## config.mk

```make
export PLATFORM = sky130hd
export DESIGN_NAME = mtas_ctrl
export DESIGN_NICKNAME = d
export VERILOG_FILES = /design/src/design/mtas_pkg.sv /design/src/design/mtas_ctrl.sv
export SDC_FILE = /design/constraint.sdc
export NUM_CORES = 1
export LEC_CHECK = 0
export ABC_AREA = 1
export BUFFER_PORTS_ARGS = -buffer_cell sky130_fd_sc_hd__buf_2
export CORE_AREA = 8 8 45 47
export DETAILED_ROUTE_END_ITERATION = 10
export DIE_AREA = 0 0 53 55
export GPL_TIMING_DRIVEN = 1
export PLACE_DENSITY_LB_ADDON = 0.15
export SLEW_MARGIN = 5
export SYNTH_ARGS = -nofsm -noshare
export SYNTH_HDL_FRONTEND = slang
export SYNTH_SLANG_ARGS = --single-unit
```

## constraint.sdc

```tcl
create_clock -name clk -period 0.8 [get_ports clk]
set_input_delay 0.08 -clock clk [delete_from_list [all_inputs] [get_ports clk]]
set_output_delay 0.08 -clock clk [all_outputs]
set_load 0.005 [all_outputs]
```

## src/design/mtas_pkg.sv

```systemverilog
// shared types and constants of the mesh triangle adjacency search
`timescale 1ns / 1ps

package mtas_pkg;

	// fixed field widths at the ports
	localparam int VERTEX_W = 12;
	localparam int INDEX_W  = 11;
	localparam int COUNT_W  = 12;

	// action codes of an input word
	localparam logic ACT_WRITE = 1'b0;
	localparam logic ACT_QUERY = 1'b1;

	// controller to datapath commands
	typedef struct packed {
		logic write;   // store one triangle this cycle
		logic start;   // load query, clear scan state
		logic scan;    // issue table reads
		logic finish;  // emit the closing result word
	} cmd_t;

	// datapath to controller status
	typedef struct packed {
		logic scan_done;   // every entry up to the limit has been read
		logic pipe_empty;  // no read waits for its compare
		logic out_free;    // output register can take a word this cycle
	} sts_t;

endpackage

```

## src/design/mtas_ctrl.sv

```systemverilog
// controller state machine of the triangle adjacency search
`timescale 1ns / 1ps

module mtas_ctrl (
	input  logic           clk,
	input  logic           arst_n,
	input  logic           in_valid,
	input  logic           action,
	output logic           in_ready,
	output mtas_pkg::cmd_t cmd,
	input  mtas_pkg::sts_t sts
);

	typedef enum logic [1:0] {
		ST_IDLE,
		ST_SCAN,
		ST_FINISH
	} state_t;

	state_t state_q;
	logic   ready_q;
	logic   accept;

	assign accept = in_valid && ready_q;

	// commands
	always_comb begin
		cmd        = '0;
		cmd.write  = accept && (action == mtas_pkg::ACT_WRITE);
		cmd.start  = accept && (action == mtas_pkg::ACT_QUERY);
		cmd.scan   = (state_q == ST_SCAN);
		cmd.finish = (state_q == ST_FINISH);
	end

	// state and registered ready
	always_ff @(posedge clk or negedge arst_n) begin
		if (!arst_n) begin
			state_q <= ST_IDLE;
			ready_q <= 1'b0;
		end else begin
			case (state_q)
				ST_IDLE: begin
					ready_q <= 1'b1;
					if (accept && (action == mtas_pkg::ACT_QUERY)) begin
						state_q <= ST_SCAN;
						ready_q <= 1'b0;
					end
				end
				ST_SCAN: begin
					if (sts.scan_done && sts.pipe_empty) begin
						state_q <= ST_FINISH;
					end
				end
				ST_FINISH: begin
					if (sts.out_free) begin
						state_q <= ST_IDLE;
						ready_q <= 1'b1;
					end
				end
				default: begin
					state_q <= ST_IDLE;
					ready_q <= 1'b0;
				end
			endcase
		end
	end

	assign in_ready = ready_q;

endmodule

```

# After elaboration in Yosys (flattened, before gate mapping)
# Index checks and enable logic that the tools add are counted.
[word_totals]
reg_bits = 3
input_bits = 7
output_inout_bits = 5
word_cells = 23
[op_classes]
n_eq_ne = 5
n_mux = 7
bitwise_logic = 2
reduce_logical = 7
[op_table]
columns = ["cell", "count"]
rows = [
  ["$mux 2", 3],
  ["$pmux 2 s3", 1],
  ["$logic_and 1x1->1", 4],
  ["$ne 2x1->1 const B", 2],
  ["$pmux 1 s3", 1],
  ["$reduce_and 3->1", 1],
  ["$eq 2x1->1 const B", 1],
  ["$eq 2x2->1 const B", 1],
  ["$logic_not 2->1", 1],
  ["$mux 1", 2],
  ["$ne 2x2->1 const B", 1],
  ["$not 1->1", 2],
  ["$reduce_and 2->1", 1],
]

# Depth between registers and ports, before layout
# Gate-level depths: netlist (run 1).
[depth]
depth_word = 4
depth_mapped = 6
ltp_nobuf = 6

# Worst setup path before layout (run 1)
# Ideal clock, no wire load.
[synth_timing]
path_type = "register -> register"
from = "reg state_q[1]"
to = "reg state_q[1]"
setup_time_ns = 0.113
arrival_time_ns = 0.711
required_time_ns = 0.687
path_slack_ns = -0.024
path_stages_with_launch = 7
n_path_buf = 0
period_less_slack_ns = 0.824
cell_sequence = "dfrtp_1 -> inv_2 -> nand2_1 -> inv_1 -> nand2_1 -> nand2_1 -> inv_1"
[synth_rtl]
columns = ["element", "line_no", "rtl"]
rows = [
  ["start, declared", "mtas_ctrl.sv:20", "state_t state_q;"],
  ["start signal, assigned", "mtas_ctrl.sv:38", "state_q <= ST_IDLE;"],
  ["start signal, assigned", "mtas_ctrl.sv:45", "state_q <= ST_SCAN;"],
  ["start signal, assigned", "mtas_ctrl.sv:51", "state_q <= ST_FINISH;"],
]

==> metrics.yaml, run 1 <==
status: "finished with violations"
violations: "setup timing"
stdcell_area_sq_um: 384
power.leakage_nw: 0.219
cts_buffers: 3
critPathKind: "flip-flop to primary output"
syn_area_per_cell_sq_um: 6.21
peakVddDrop_mv: 0.937
p_total_w: 0.00136
cellInternalPower_w: 0.000857
p_per_area_mw_per_mm2: 3550
first_pass_iters: 1
vias: 224
track_usage_pct: 4.76
num_antenna_cells: 0
ys_ff_latch: 3
final_nets: 57
finalWorstSetupSlack_ps: -164
maxCapViolations: 0
syn-cell-area_sq_um: 174
grt_remaining_overflow: 0
grt_pass1_vias: 256
slew_headroom_pct: 90.0
clk_pin_slew_ps: 40
rsz0062_at_grt: "true"
drt_iter0_markers: 0
placed_cells: 56
antenna_left: 0
pin_count: 12
antenna_found_initial: 0
start_util_pct: 12.6
ys_warn_count: 0
clk_latency_ps: 230
vias_per_cell: 3.45
clock_power_share_pct: 19.1
root_buffer: "clkbuf_4"
gp_congestion: 0.615
setup_viol: 8
synthesis.nets: 35
cp_max_fo: 2
core_area_sq_mm: 0.00138
cts_max_level: 1
port_buffers: 11
grt_pass1_wl_um: 972
yosys-top-cells-area: "dfrtp_1 43%, nand2_1 28%, inv_1 13%, nand3_1 5.8%, nor2_1 4.3%"
drt-total-wl_um: 553
maxSlewViolCount: 0
worst_pin_slew_ps: 150
wl_per_cell_um: 8.51
cp.arrival_ps: 880
multi_input_area_sq_um: 108
fin_crit_sh_pct: 121
power_frac_seq_pct: 21.3
cts_num_sinks: 3
synth_cells: 28
die_y_um: 55
area_growth_pct: 121
rows: 14
fin_cells: 65
synth_top_area_share_pct: 43.2
worst_clock_skew_ps: 1.75
ys_types: 7
required_ps: 720
clock_path_buffers: 2
seqCellArea_sq_um: 75.1
worst_setup_path_start_kind: "flip-flop"
place_area_sq_um: 259
swShare_pct: 37.2
yosysSeqAreaShare_pct: 43.2
drc: 0
die_x_um: 53
p_comb_share_pct: 59.6
holdCritPathClass: "input pin to flip-flop"
fmax_ghz: 1.04
hold_viol_final: 0
fill_cells: 169
cts_tree: "yes"
yosysTopAreaCell: "dfrtp_1"
cp-end-kind: "primary output"
netSwitchingPower_w: 0.000508
dp_hpwl_um: 421
layout-drive-gt1-share_pct: 67.3
grt_max_degree: 4
die_area_sq_mm: 0.00292
fin_crit_ps: 964
-- logic make-up after synthesis --
group         after synthesis  synth area share, %
buf+inv                     7                 15.1
flops                       3                 43.2
simple gates               18                 41.7
-- layout make-up --
type | instances | area share [%]
flip-flops and latches | 3 | 19.5
inverters | 7 | 6.84
multi-input cells | 18 | 28.0
clock buffers | 4 | 6.84
well taps | 16 | 5.21
repair buffers | 17 | 33.6
-- sequential cells by signal (all words and copies together) (netlist names) --
signal and count:
in_ready 1, state_q 2
-- path summary, 6_finish.rpt --
path | endpoint | cells past startpoint | startpoint | slack, ps
worst max register to register | in_ready$_DFFE_PN0P_ | 6 | state_q[0]$_DFFE_PN0P_ | -100
worst max-delay path | cmd[1] | 4 | state_q[1]$_DFFE_PN0P_ | -160
min in group asynchronous | in_ready$_DFFE_PN0P_ | 2 | arst_n | 170
worst min register to register | state_q[0]$_DFFE_PN0P_ | 4 | state_q[1]$_DFFE_PN0P_ | 680
worst min-delay path | in_ready$_DFFE_PN0P_ | 5 | sts[0] | 160
max in group asynchronous | state_q[0]$_DFFE_PN0P_ | 2 | arst_n | 520
-- critical path: stages (launching register included) --
cell	delay [ps]
dfrtp_1	380
inv_2	70
nand2_2	60
inv_2	60
buf_6	80
-- through the flow --
stage / TNS [ps] / worst slack (ps) / hold slack (ps) / util (%)
after floorplan: 0 / 1.69 / -216 / -
after global placement: -105 / -63.7 / -119 / 18.7
after detailed placement: -76.8 / -53.7 / -120 / 18.7
after CTS: -1030 / -177 / 140 / 25.8
after global routing: -1470 / -235 / 186 / 27.8
final: -959 / -164 / 160 / 27.8
-- cell usage in the layout (no fill, tap or decap), drive strengths merged --
cell type	instances
clkbuf	4
dlygate4sd3	1
buf	16
nand3	2
inv	7
nor2	3
nand2	13
dfrtp	3
-- metal layers --
metal | GRT usage [%] | routed length, um
met2 | 7.62 | 316
met3 | 2.14 | 47
met5 | 0 | 0
met1 | 4.27 | 189
met4 | 5.17 | 0
-- power groups by stage --
stage          registers [W]  clock network (W)  logic [W]
2_1_floorplan       0.000286                  0   0.000245
3_3_place_gp        0.000293                  0   0.000433
3_5_place_dp        0.000288                  0   0.000432
4_1_cts             0.000290           0.000278   0.000689
5_1_grt             0.000304           0.000288   0.000918
6_report            0.000291           0.000261   0.000813
-- cell usage after synthesis --
cell     number
nor2_1        2
inv_2         1
nand2_1      13
inv_1         6
nand3_1       2
nor2_2        1
dfrtp_1       3
-- timing repair --
| action | in CTS | in global routing |
|---|---|---|
| hold endpoints to repair | 3 | 0 |
| gates cloned | 0 | 0 |
| gates resized for setup | 9 | 8 |
| hold buffers | 1 | 0 |
| setup buffers | 3 | 1 |
| endpoints found under the setup margin | 7 | 8 |
| pin swaps | 2 | 3 |
(Power assumes the default switching activity.)
==> run 2, diff against run 1 <==
- PLACE_DENSITY: unset -> 0.35
- PLACE_DENSITY_LB_ADDON: 0.15 -> unset
==> metrics.yaml, run 2 (synthesis results as in run 1) <==
die_area_sq_mm: 0.00292
clock_path_buffers: 2
drc: 0
grt_remaining_overflow: 0
status: "finished with violations"
critPathLaunch: "state_q[0]$_DFFE_PN0P_"
layout-drive-gt1-share_pct: 68.0
met1_usage_pct: 2.90
rsz0062_at_grt: "true"
r2r_slack_ps: -150
final_common_cell: "buf_2"
multi_input_area_sq_um: 105
seqCellArea_sq_um: 75.1
maxSlewViolCount: 0
worst_setup_path_start_kind: "flip-flop"
cts_num_sinks: 3
cp_slowest_cell: "dfrtp_1"
power.leakage_nw: 0.226
violations: "setup timing"
grt_pass1_vias: 251
worst_clock_skew_ps: 2.85
antenna_left: 0
start_util_pct: 12.6
setup_viol: 8
stdcell_area_sq_um: 397
wl_per_cell_um: 8.71
p_per_area_mw_per_mm2: 3380
area_growth_pct: 128
fin_hold_ws_ps: 136
cp-end-kind: "primary output"
num_antenna_cells: 0
required_ps: 720
peakVddDrop_mv: 0.761
vias_per_cell: 3.71
clk_latency_ps: 230
slew_headroom_pct: 88.5
finalWorstSetupSlack_ps: -199
hold_viol_final: 0
place_area_sq_um: 259
vias: 245
maxCapViolations: 0
holdCritPathClass: "input pin to flip-flop"
antenna_found_initial: 0
grt_use_met2_pct: 7.23
gp_congestion: 0.599
rows: 14
grt.busiest_layer: "met2"
worst_pin_slew_ps: 173
critPathCapture: "cmd[1]"
top_register: "state_q"
finalSetupTns_ps: -1070
crit_chain: "nand2_2, inv_2, buf_6"
port_buffers: 11
final_nets: 58
core_area_sq_mm: 0.00138
cp.arrival_ps: 920
fin_crit_sh_pct: 125
final_cell_mix: "8 x buf_2, 7 x nand2_1, 7 x buf_6"
reg2reg_to: "in_ready$_DFFE_PN0P_"
track_usage_pct: 4.32
p_total_w: 0.00134
grt_max_degree: 5
pin_count: 12
drt_iter0_markers: 2
cts_buffers: 3
die_x_um: 53
cp_max_fo: 4
root_buffer: "clkbuf_4"
dp_hpwl_um: 423
gr-usage-met3_pct: 2.94
first_pass_iters: 2
critPathKind: "flip-flop to primary output"
clk_pin_slew_ps: 40
die_y_um: 55
r2r-start: "state_q[1]$_DFFE_PN0P_"
drt-total-wl_um: 575
fmax_ghz: 1.00
cts_max_level: 1
grt_pass1_wl_um: 869
fin_crit_ps: 999
slowest_delay_ps: 420
cts_tree: "yes"
fill_cells: 162
largest_reg_flops: 2
worst_r2r_path_depth: 6
run 2: layout make-up:
cell class | count | share of cell area (%)
Tap cell | 16 | 5.05
Multi-Input combinational cell | 18 | 26.5
Sequential cell | 3 | 18.9
Clock buffer | 4 | 6.62
Timing Repair Buffer | 18 | 36.3
Inverter | 7 | 6.62
run 2: metrics by stage:
| stage | cells | util (%) | worst slack (ps) |
|---|---|---|---|
| after detailed placement | 56 | 18.7 | -32.9 |
| after CTS | 66 | 26.9 | -186 |
| after global routing | 66 | 28.7 | -246 |
| final | 66 | 28.7 | -199 |
| after floorplan | 28 | - | 1.69 |
| after global placement | 56 | 18.7 | -53.1 |
run 2: worst min path at each step:
stage                       from                     end  depth (start not counted)
after floorplan           arst_n    in_ready$_DFFE_PN0P_                          0
after global placement    arst_n    in_ready$_DFFE_PN0P_                          1
after detailed placement  arst_n    in_ready$_DFFE_PN0P_                          1
after CTS                 sts[1]  state_q[0]$_DFFE_PN0P_                          4
after global routing      arst_n  state_q[0]$_DFFE_PN0P_                          2
final                     sts[1]  state_q[0]$_DFFE_PN0P_                          4
run 2: worst max-delay path: cells and delay by family, from the launching register on:
family,cells,cell delay [ps]
buffers and inverters,2,160
flip-flops,1,420
AND/OR/NAND/NOR,1,110
run 2: power by group:
group / switching, W / internal (W)
logic: 0.000346 / 0.000434
registers: 0.0000741 / 0.000222
clock network: 0.0000773 / 0.000187
total: 0.000497 / 0.000843
run 2: layer usage:
metal	part of all wire, %	routed length [um]
met2	58	334
met5	0	0
met4	0	0
met3	9.7	56
met1	32	184
run 2: timing repair:
action	4_1_cts	5_1_grt
endpoints found under the hold margin	3	0
hold buffers	1	0
setup endpoints to repair	7	8
pin swaps	4	4
buffers inserted	5	0
resized for setup	9	9
==> run 3, diff against run 2 <==
- BUFFER_PORTS_ARGS: -buffer_cell sky130_fd_sc_hd__buf_2 -> -buffer_cell sky130_fd_sc_hd__buf_4
==> metrics.yaml, run 3 (synthesis results as in run 1) <==
cp_max_fo: 2
cp.arrival_ps: 900
antenna_left: 0
peakVddDrop_mv: 1.20
final_cell_mix: "11 x buf_4, 9 x nand2_1, 7 x buf_6"
fin_crit_ps: 979
grt_pass1_vias: 276
core_area_sq_mm: 0.00138
cp-end-kind: "primary output"
grt_pass1_wl_mm: 1.02
vias: 247
critPathKind: "flip-flop to primary output"
drt_iter0_markers: 1
p_per_area_mw_per_mm2: 3300
critPathCapture: "cmd[1]"
reg2reg_to: "in_ready$_DFFE_PN0P_"
rsz0062_at_grt: "true"
start_util_pct: 12.6
violations: "setup timing"
cts_buffers: 3
final_nets: 59
holdCritPathClass: "input pin to flip-flop"
top_register: "state_q"
crit_chain: "inv_2, nand2_2, inv_2, buf_6"
first_pass_iters: 2
rows: 14
grt_remaining_overflow: 0
die_x_um: 53
clk_latency_ps: 230
r2r-start: "state_q[1]$_DFFE_PN0P_"
worst_clock_skew_ps: 5.53
place_area_sq_um: 287
maxSlewViolCount: 0
hold_viol_final: 0
finalWorstSetupSlack_ps: -179
stdcell_area_sq_um: 419
grt.busiest_layer: "met2"
vias_per_cell: 3.69
die_area_sq_mm: 0.00292
port_buffers: 11
worst_r2r_path_depth: 6
clock_path_buffers: 2
cp_slowest_cell: "dfrtp_1"
grt_use_met2_pct: 9.18
wl_per_cell_um: 10.0
r2r_slack_ps: -130
grt_max_degree: 4
layout-drive-gt1-share_pct: 64.7
cts_max_level: 1
fin_hold_ws_ps: 149
fmax_ghz: 1.02
required_ps: 720
setup_viol: 8
status: "finished with violations"
slew_headroom_pct: 89.6
antenna_found_initial: 0
cts_num_sinks: 3
die_y_um: 55
drc: 0
num_antenna_cells: 0
met1_usage_pct: 3.66
root_buffer: "clkbuf_4"
maxCapViolations: 0
finalSetupTns_ps: -1090
power.leakage_nw: 0.239
fin_crit_sh_pct: 122
dpl_worst_slack_ps: -61.2
worst_setup_path_start_kind: "flip-flop"
drt-total-wl_um: 671
clk_pin_slew_ps: 30
worst_pin_slew_ps: 156
pin_count: 12
critPathLaunch: "state_q[1]$_DFFE_PN0P_"
cts_tree: "yes"
largest_reg_flops: 2
area_growth_pct: 141
final_common_cell: "buf_4"
gr-usage-met3_pct: 3.74
track_usage_pct: 4.81
gp_congestion: 0.667
cpMostUsedCell: "inv_2"
slowest_delay_ps: 390
-- run 3: worst min-delay path by stage --
| stage | start | end | slack, ps | cells after the start |
|---|---|---|---|---|
| floorplan | arst_n | in_ready$_DFFE_PN0P_ | -220 | 0 |
| global placement | arst_n | in_ready$_DFFE_PN0P_ | -130 | 1 |
| detailed placement | arst_n | in_ready$_DFFE_PN0P_ | -130 | 1 |
| CTS | sts[1] | state_q[0]$_DFFE_PN0P_ | 140 | 4 |
| global route | sts[0] | in_ready$_DFFE_PN0P_ | 170 | 5 |
| finish | sts[0] | in_ready$_DFFE_PN0P_ | 150 | 5 |
-- run 3: layer usage --
| layer | vias up | share of wire (%) |
|---|---|---|
| met5 | - | 0 |
| met4 | 0 | 0 |
| met3 | 0 | 10 |
| met2 | 7 | 57 |
| met1 | 116 | 33 |
| li1 | 124 | - |
-- run 3: per-stage QoR --
| stage | util [%] | power [W] | std cells |
|---|---|---|---|
| finish | 30.3 | 0.00138 | 67 |
| global placement | 20.7 | 0.000781 | 56 |
| detailed placement | 20.7 | 0.000779 | 56 |
| floorplan | - | 0.000531 | 28 |
| global route | 30.3 | 0.00151 | 67 |
| CTS | 28.8 | 0.00134 | 66 |
-- run 3: final cells by class --
cell class	count	area [sq um]
clock buffers	4	26.3
fillers	167	965
inverters	7	26.3
multi-input cells	18	100
flip-flops and latches	3	75.1
well taps	16	20.0
repair buffers	19	171
-- run 3: where the power goes --
part | switching (W) | internal [W]
sequential | 0.0000742 | 0.000222
clock | 0.0000768 | 0.000187
combinational | 0.000356 | 0.000468
-- run 3: worst max-delay path: cells and delay by family, from the launching register on --
kind | cells | cell delay [ps]
flip-flops | 1 | 390
AND/OR/NAND/NOR | 1 | 60
buffers and inverters | 3 | 230
-- run 3: timing repair --
action / 4_1_cts / 5_1_grt
hold buffers: 1 / 0
endpoints found under the setup margin: 7 / 8
gates resized for setup: 12 / 4
pin swaps: 6 / 3
hold endpoints to repair: 3 / 0
setup buffers: 5 / 1
